==> config.mk <==
export PLATFORM = sky130hd
export DESIGN_NAME = matrix_multiply_5x5
export DESIGN_NICKNAME = d
export VERILOG_FILES = /design/src/rtl/core/mm5_pkg.sv /design/src/rtl/core/matrix_multiply_5x5.sv /design/src/rtl/core/mm5_ram.sv /design/src/rtl/core/mm5_mac.sv
export SDC_FILE = /design/constraint.sdc
export NUM_CORES = 2
export LEC_CHECK = 0
export BUFFER_PORTS_ARGS = -buffer_cell sky130_fd_sc_hd__buf_2
export CAP_MARGIN = 20
export CORE_ASPECT_RATIO = 1.2
export CORE_UTILIZATION = 54
export CTS_BUF_LIST = sky130_fd_sc_hd__clkbuf_4 sky130_fd_sc_hd__clkbuf_8 sky130_fd_sc_hd__clkbuf_16
export DETAILED_ROUTE_END_ITERATION = 6
export GPL_TIMING_DRIVEN = 1
export PLACE_DENSITY = 0.7
export SYNTH_ARGS = -nofsm -noshare
export SYNTH_HDL_FRONTEND = slang
export SYNTH_SLANG_ARGS = --single-unit
==> constraint.sdc <==
create_clock -name aclk -period 10.6 [get_ports aclk]
set_input_delay 1.59 -clock aclk [delete_from_list [all_inputs] [get_ports aclk]]
set_output_delay 1.59 -clock aclk [all_outputs]
set_load 0.005 [all_outputs]
==> src/rtl/core/mm5_pkg.sv <==
// shared constants and types for the 5x5 integer matrix multiplier
// no dependencies; used by matrix_multiply_5x5 and mm5_mac in rtl/core
package mm5_pkg;

    localparam int DIM    = 5;
    localparam int CELLS  = DIM * DIM;
    localparam int ELEM_W = 16;
    localparam int MUL_W  = 2 * ELEM_W;
    localparam int PROD_W = 35;
    localparam int ROW_W  = 3;
    localparam int IDX_W  = $clog2(DIM);
    localparam int CELL_W = $clog2(CELLS);
    localparam int LOAD_W = $clog2(2 * CELLS);

    typedef enum logic [1:0] {
        ST_LOAD,
        ST_ISSUE,
        ST_WAIT,
        ST_OUT
    } mm5_state_t;

    typedef struct packed {
        logic vld;
        logic first;
        logic last;
    } mac_ctl_t;

endpackage

==> src/rtl/core/matrix_multiply_5x5.sv <==
// top level of the 5x5 integer matrix multiplier
// depends on mm5_pkg, mm5_ram and mm5_mac
//
// usage:
//   s_ channel: 50 transactions of s_element_value, matrix A then matrix B,
//   each row-major, signed 16 bit. loading takes one element per cycle while s_valid is high.
//   m_ channel: after the last element of B, 25 results of C = A * B come out
//   row-major with m_row_index, m_col_index, exact signed 35-bit
//   m_product_value, and m_last_result on the final one.
//   each result is a dot product run on one shared multiply-accumulate unit
//   fed by the A and B memories: DIM element pairs are issued, each passes
//   the memory read, multiply and accumulate registers, then the result sits
//   in the output until taken; the next result is not started before then.
//   a full run loads 50 elements, then computes 25 results.
//   s_ready is high only while loading; a new load starts once the last
//   result is taken. when the receiver stalls, the current result holds
//   and computation pauses. reset returns the block to an empty load.
module matrix_multiply_5x5 (
    input  logic                              aclk,
    input  logic                              aresetn,
    input  logic                              s_valid,
    output logic                              s_ready,
    input  logic signed [mm5_pkg::ELEM_W-1:0] s_element_value,
    output logic                              m_valid,
    input  logic                              m_ready,
    output logic [mm5_pkg::ROW_W-1:0]         m_row_index,
    output logic [mm5_pkg::ROW_W-1:0]         m_col_index,
    output logic signed [mm5_pkg::PROD_W-1:0] m_product_value,
    output logic                              m_last_result
);

    mm5_pkg::mm5_state_t            state_reg, state_next;
    logic [mm5_pkg::LOAD_W-1:0]     load_cnt_reg, load_cnt_next;
    logic [mm5_pkg::IDX_W-1:0]      i_reg, i_next;
    logic [mm5_pkg::IDX_W-1:0]      j_reg, j_next;
    logic [mm5_pkg::IDX_W-1:0]      k_reg, k_next;
    logic [mm5_pkg::CELL_W-1:0]     row_base_reg, row_base_next;
    logic [mm5_pkg::CELL_W-1:0]     a_addr_reg, a_addr_next;
    logic [mm5_pkg::CELL_W-1:0]     b_addr_reg, b_addr_next;
    mm5_pkg::mac_ctl_t              rd_ctl_reg;
    mm5_pkg::mac_ctl_t              issue_ctl;

    logic                           a_we;
    logic                           b_we;
    logic [mm5_pkg::CELL_W-1:0]     b_wr_addr;
    logic [mm5_pkg::ELEM_W-1:0]     a_rd_data;
    logic [mm5_pkg::ELEM_W-1:0]     b_rd_data;
    logic signed [mm5_pkg::PROD_W-1:0] mac_acc;
    logic                           mac_done;
    logic                           in_fire;
    logic                           last_row;
    logic                           last_col;

    assign s_ready  = (state_reg == mm5_pkg::ST_LOAD);
    assign in_fire  = s_valid && s_ready;
    assign last_row = (i_reg == mm5_pkg::IDX_W'(mm5_pkg::DIM - 1));
    assign last_col = (j_reg == mm5_pkg::IDX_W'(mm5_pkg::DIM - 1));

    assign a_we      = in_fire && (load_cnt_reg < mm5_pkg::LOAD_W'(mm5_pkg::CELLS));
    assign b_we      = in_fire && (load_cnt_reg >= mm5_pkg::LOAD_W'(mm5_pkg::CELLS));
    assign b_wr_addr = mm5_pkg::CELL_W'(load_cnt_reg - mm5_pkg::LOAD_W'(mm5_pkg::CELLS));

    mm5_ram #(
        .DEPTH (mm5_pkg::CELLS),
        .WIDTH (mm5_pkg::ELEM_W)
    ) u_a_ram (
        .aclk    (aclk),
        .wr_en   (a_we),
        .wr_addr (mm5_pkg::CELL_W'(load_cnt_reg)),
        .wr_data (s_element_value),
        .rd_addr (a_addr_reg),
        .rd_data (a_rd_data)
    );

    mm5_ram #(
        .DEPTH (mm5_pkg::CELLS),
        .WIDTH (mm5_pkg::ELEM_W)
    ) u_b_ram (
        .aclk    (aclk),
        .wr_en   (b_we),
        .wr_addr (b_wr_addr),
        .wr_data (s_element_value),
        .rd_addr (b_addr_reg),
        .rd_data (b_rd_data)
    );

    mm5_mac u_mac (
        .aclk    (aclk),
        .aresetn (aresetn),
        .ctl     (rd_ctl_reg),
        .a       (a_rd_data),
        .b       (b_rd_data),
        .acc     (mac_acc),
        .done    (mac_done)
    );

    always_comb begin
        issue_ctl.vld   = (state_reg == mm5_pkg::ST_ISSUE);
        issue_ctl.first = (k_reg == '0);
        issue_ctl.last  = (k_reg == mm5_pkg::IDX_W'(mm5_pkg::DIM - 1));
    end

    always_ff @(posedge aclk) begin
        if (!aresetn) begin
            state_reg    <= mm5_pkg::ST_LOAD;
            load_cnt_reg <= '0;
            i_reg        <= '0;
            j_reg        <= '0;
            k_reg        <= '0;
            row_base_reg <= '0;
            a_addr_reg   <= '0;
            b_addr_reg   <= '0;
            rd_ctl_reg   <= '0;
        end else begin
            state_reg    <= state_next;
            load_cnt_reg <= load_cnt_next;
            i_reg        <= i_next;
            j_reg        <= j_next;
            k_reg        <= k_next;
            row_base_reg <= row_base_next;
            a_addr_reg   <= a_addr_next;
            b_addr_reg   <= b_addr_next;
            rd_ctl_reg   <= issue_ctl;
        end
    end

    always_comb begin
        state_next    = state_reg;
        load_cnt_next = load_cnt_reg;
        i_next        = i_reg;
        j_next        = j_reg;
        k_next        = k_reg;
        row_base_next = row_base_reg;
        a_addr_next   = a_addr_reg;
        b_addr_next   = b_addr_reg;
        case (state_reg)
            mm5_pkg::ST_LOAD: begin
                if (in_fire) begin
                    if (load_cnt_reg == mm5_pkg::LOAD_W'(2 * mm5_pkg::CELLS - 1)) begin
                        load_cnt_next = '0;
                        state_next    = mm5_pkg::ST_ISSUE;
                    end else begin
                        load_cnt_next = load_cnt_reg + 1'b1;
                    end
                end
            end
            mm5_pkg::ST_ISSUE: begin
                a_addr_next = a_addr_reg + 1'b1;
                b_addr_next = b_addr_reg + mm5_pkg::CELL_W'(mm5_pkg::DIM);
                k_next      = k_reg + 1'b1;
                if (issue_ctl.last) begin
                    k_next     = '0;
                    state_next = mm5_pkg::ST_WAIT;
                end
            end
            mm5_pkg::ST_WAIT: begin
                if (mac_done) begin
                    state_next = mm5_pkg::ST_OUT;
                end
            end
            mm5_pkg::ST_OUT: begin
                if (m_ready) begin
                    if (last_col) begin
                        j_next      = '0;
                        b_addr_next = '0;
                        if (last_row) begin
                            i_next        = '0;
                            row_base_next = '0;
                            a_addr_next   = '0;
                            state_next    = mm5_pkg::ST_LOAD;
                        end else begin
                            i_next        = i_reg + 1'b1;
                            row_base_next = row_base_reg + mm5_pkg::CELL_W'(mm5_pkg::DIM);
                            a_addr_next   = row_base_reg + mm5_pkg::CELL_W'(mm5_pkg::DIM);
                            state_next    = mm5_pkg::ST_ISSUE;
                        end
                    end else begin
                        j_next      = j_reg + 1'b1;
                        a_addr_next = row_base_reg;
                        b_addr_next = mm5_pkg::CELL_W'(j_reg) + 1'b1;
                        state_next  = mm5_pkg::ST_ISSUE;
                    end
                end
            end
            default: begin
                state_next = mm5_pkg::ST_LOAD;
            end
        endcase
    end

    assign m_valid         = (state_reg == mm5_pkg::ST_OUT);
    assign m_row_index     = mm5_pkg::ROW_W'(i_reg);
    assign m_col_index     = mm5_pkg::ROW_W'(j_reg);
    assign m_product_value = mac_acc;
    assign m_last_result   = last_row && last_col;

`ifndef ASSERT_OFF
    a_no_overlap: assert property (@(posedge aclk) disable iff (!aresetn)
        !(s_ready && m_valid))
        else $error("input and output handshakes active together");

    a_done_in_wait: assert property (@(posedge aclk) disable iff (!aresetn)
        mac_done |-> (state_reg == mm5_pkg::ST_WAIT))
        else $error("accumulate finished outside of wait");

    a_last_returns: assert property (@(posedge aclk) disable iff (!aresetn)
        (m_valid && m_ready && m_last_result) |=> s_ready && (load_cnt_reg == '0))
        else $error("block did not return to an empty load after the last result");

    a_load_wraps: assert property (@(posedge aclk) disable iff (!aresetn)
        (in_fire && (load_cnt_reg == mm5_pkg::LOAD_W'(2 * mm5_pkg::CELLS - 1)))
        |=> (state_reg == mm5_pkg::ST_ISSUE) && (a_addr_reg == '0) && (b_addr_reg == '0))
        else $error("computation did not start at the first element");
`endif

endmodule

==> src/rtl/core/mm5_ram.sv <==
// generic single-port-write, single-port-read memory with registered read data
// no dependencies
module mm5_ram #(
    parameter int DEPTH  = 25,
    parameter int WIDTH  = 16,
    parameter int ADDR_W = $clog2(DEPTH)
) (
    input  logic              aclk,
    input  logic              wr_en,
    input  logic [ADDR_W-1:0] wr_addr,
    input  logic [WIDTH-1:0]  wr_data,
    input  logic [ADDR_W-1:0] rd_addr,
    output logic [WIDTH-1:0]  rd_data
);

    logic [WIDTH-1:0] mem_reg [DEPTH];
    logic [WIDTH-1:0] rd_data_reg;

    always_ff @(posedge aclk) begin
        if (wr_en) begin
            mem_reg[wr_addr] <= wr_data;
        end
        rd_data_reg <= mem_reg[rd_addr];
    end

    assign rd_data = rd_data_reg;

endmodule

==> src/rtl/core/mm5_mac.sv <==
// multiply-accumulate unit: registered product, then exact 35-bit accumulate
// depends on mm5_pkg
module mm5_mac (
    input  logic                              aclk,
    input  logic                              aresetn,
    input  mm5_pkg::mac_ctl_t                 ctl,
    input  logic signed [mm5_pkg::ELEM_W-1:0] a,
    input  logic signed [mm5_pkg::ELEM_W-1:0] b,
    output logic signed [mm5_pkg::PROD_W-1:0] acc,
    output logic                              done
);

    mm5_pkg::mac_ctl_t                 ctl_reg;
    logic signed [mm5_pkg::MUL_W-1:0]  prod_reg;
    logic signed [mm5_pkg::PROD_W-1:0] acc_reg;
    logic                              done_reg;

    always_ff @(posedge aclk) begin
        if (!aresetn) begin
            ctl_reg  <= '0;
            done_reg <= 1'b0;
        end else begin
            ctl_reg  <= ctl;
            done_reg <= ctl_reg.vld && ctl_reg.last;
        end
    end

    always_ff @(posedge aclk) begin
        prod_reg <= a * b;
        if (ctl_reg.vld) begin
            if (ctl_reg.first) begin
                acc_reg <= mm5_pkg::PROD_W'(prod_reg);
            end else begin
                acc_reg <= acc_reg + mm5_pkg::PROD_W'(prod_reg);
            end
        end
    end

    assign acc  = acc_reg;
    assign done = done_reg;

endmodule

==> results by group <==
Status
  – Status: finished, final reports clean

Setup path
  – Required time at the worst-slack endpoint: 11.17 ns
  – Critical path data arrival time: 7.58 ns
  – Critical-path top delay cell: fa_1
  – Critical path class: reg2reg
  – Crit-path cells: nand2_1 > inv_1 > fa_1 > fa_1 > fa_1 > fa_1 > fa_1 > inv_1 > fa_1 > inv_1 > ha_1 > nand3_1 > nor2_1 > a31oi_1 > o21ai_0 > a2111o_1 > a31oi_1 > nor2b_1 > o21a_1 > o41ai_1 > xnor2_1
  – CP top delay family: adder cells
  – Worst-path maximum fanout: 16
  – Startpoint types: flop
  – Crit path top cell by count: fa_1
  – Slowest stage delay, CP: 0.89 ns
  – CP Capture Type: flop
  – WP buf/inv: 3

Yosys
  – Ys Warns: 0
  – Mux cell area share after synthesis: 0.1231
  – Post-synthesis area per instance: 15.35 sq um
  – Post-synth EDFFs: 835
  – Post-synthesis cell area: 0.04686 sq mm
  – Yosys reg bits: 938
  – Synth Area in Adders: 0.1487
  – Sequential share of the synthesized area: 0.5791
  – Post-synthesis simple-gate area fraction: 0.06102
  – Netlist cell types: 65
  – Combinational family with the most area after synthesis: adder cells
  – XOR/XNOR Fraction of Synth Area: 0.01327
  – Top_reg_cell synth: edfxtp_1
  – Compound-Gate Fraction of Synth Area: 0.03952
  – Mapped Cells: 3,053
  – Syn nets: 3,472
  – Post-synthesis async set-or-reset flop share: 0

Route
  – Vias per inst: 5.867
  – Initial DRC Count: 2,260
  – Vias: 25,615
  – Overall routed net length: 105,300 um
  – Final ANT Viol Nets: 0
  – WL/cell: 24.13 um
  – Drc violations: 0
  – Drt pass-1 iters: 5

Die
  – # IOs: 64
  – # rows: 118
  – Die span in y: 324.7 um
  – Die Width: 270.9 um
  – Core Area: 0.08608 sq mm
  – Starting Density: 0.5444
  – Die area: 0.08796 sq mm

Clock tree
  – CTS tree: built
  – Cts hold-fix bufs: 0
  – Root Driver: clkbuf_16
  – Cts repair resizes: 0
  – CTS Sinks: 938
  – CTS buffer count: 91
  – Clk pin slew, worst setup/hold paths: 0.06 ns
  – Max clock buf depth: 3
  – Postcts setup bufs: 0
  – Clock latency on the worst-skew pair: 0.65 ns
  – # H-tree levels: 3

STA
  – F_max: 0.1426 GHz
  – Post-layout worst setup margin: 3.587 ns
  – Period utilisation layout: 0.6616
  – Final Critical Period: 7.013 ns
  – Slew Limit Fails: 0
  – Final setup violating endpoints: 0
  – Setup TNS: 0 ns
  – Final Hold Violating Endpoints: 0
  – Worst Clk Skew: 0.01372 ns
  – Worst Tran Pin Value: 1.127 ns
  – RSZ-0062 raised after global routing: no
  – Slew margin rel.: 0.2487

Layout
  – Nets: 3,570
  – Finished Core Util: 0.6015
  – Layout cells sized above 1: 0.1777
  – Area delta synth->final: 10.50%

GRT
  – GRT Total Usage: 0.2423
  – First-pass GRT wire length: 159,600 um
  – Initial antenna violation count: 4
  – Gr ovfl total: 0
  – Vias in the first global route: 27,225
  – Largest net degree at the start of global routing: 65

Place
  – DP Wirelength: 68,130 um
  – Pre-CTS setup slack: 3.577 ns
  – Port buffer count: 63
  – Routability cong.: 0.9328

Run
  – Max Cap Violations: 0

Hold path
  – Min-delay worst type: reg2reg
==> Yosys cell counts (34+ instances only) <==
| master | n | area share |
|---|---|---|
| mux4_2 | 224 | 0.11 |
| nor2_1 | 133 | 0.011 |
| clkbuf_1 | 93 | 0.0075 |
| a21oi_1 | 77 | 0.0082 |
| ha_1 | 136 | 0.036 |
| xnor2_1 | 51 | 0.0095 |
| and2_1 | 140 | 0.019 |
| inv_1 | 317 | 0.025 |
| nand2_1 | 250 | 0.020 |
| mux2_2 | 34 | 0.0082 |
| o21ai_0 | 53 | 0.0057 |
| edfxtp_1 | 835 | 0.54 |
| dfxtp_1 | 103 | 0.044 |
| mux2i_1 | 34 | 0.0073 |
| o21ai_1 | 58 | 0.0062 |
| fa_1 | 263 | 0.11 |
==> metrics by stage <==
step	cells	hold slack [ns]	area (sq um)
CTS	4364	0.4415	51750
finish	4366	0.4386	51780
floorplan	3053	0.4119	46860
global placement	4192	0.4233	48630
global route	4365	0.4552	51770
detailed placement	4197	0.4275	48700
==> worst register-to-register path, cell delays in order (launching register included) <==
cell	delay (ns)
dfxtp_1	0.72
nand2_1	0.21
inv_1	0.17
fa_1	0.55
fa_1	0.90
fa_1	0.53
fa_1	0.50
fa_1	0.49
inv_1	0.05
fa_1	0.47
inv_1	0.04
ha_1	0.34
nand3_1	0.15
nor2_1	0.07
a31oi_1	0.17
o21ai_0	0.14
a2111o_1	0.40
a31oi_1	0.26
nor2b_1	0.08
o21a_1	0.19
o41ai_1	0.37
xnor2_1	0.17
==> per-layer routing <==
layer / GRT usage / part of all wire
met5: 0 / 0.00026
met4: 0.1087 / 0.041
met3: 0.03474 / 0.057
met2: 0.4298 / 0.52
met1: 0.2928 / 0.38
==> final timing paths <==
path,slack [ns],cells after the start,startpoint,end
max,3.59,21,u_a_ram.rd_data[15]$_DFF_P_,u_mac.prod_reg[30]$_DFF_P_
min,0.44,1,rd_ctl_reg[2]$_SDFF_PN0_,u_mac.ctl_reg[2]$_SDFF_PN0_
max reg2reg,3.59,21,u_a_ram.rd_data[15]$_DFF_P_,u_mac.prod_reg[30]$_DFF_P_
min reg2reg,0.44,1,rd_ctl_reg[2]$_SDFF_PN0_,u_mac.ctl_reg[2]$_SDFF_PN0_
==> logic make-up after synthesis <==
kind of cell	after synthesis
flip-flops	938
AND/OR/NAND/NOR	613
buffers and inverters	438
adder cells (fa/ha/maj)	399
AO/OA/AOI/OAI	302
multiplexers	292
XOR/XNOR	71
==> cells in the final DEF (no fill, tap or decap), drive strengths merged, types with 6 or more instances in the layout <==
master	Yosys	routed
a211oi	11	11
clkinv	0	32
dfxtp	103	103
o21ai	111	111
nor2	133	133
nand2b	12	12
a31oi	12	12
mux2	34	34
mux4	224	224
o21bai	12	12
fa	263	263
or3	8	8
bufinv	0	9
nor2b	8	8
mux2i	34	34
xnor2	51	51
a21o	21	21
clkinvlp	0	6
ha	136	136
buf	28	126
edfxtp	835	835
xor2	20	20
nand2	250	250
nor3	14	14
a21oi	78	78
nand3	20	20
and2	140	140
clkbuf	93	117
o21a	13	13
inv	317	320
==> final cells by class <==
| cell class | instances | area (sq um) |
|---|---|---|
| Fill cell | 6285 | 34300 |
| Sequential cell | 938 | 27160 |
| Multi-Input combinational cell | 1677 | 18110 |
| Clock buffer | 117 | 2555 |
| Tap cell | 1140 | 1426 |
| Inverter | 317 | 1190 |
| Timing Repair Buffer | 126 | 845.8 |
| Clock inverter | 50 | 490.5 |
| Antenna cell | 1 | 2.502 |
Power is left out: the tool's default activity adds up to more than one toggle a clock period on the data nets, which glitch-free logic cannot reach.
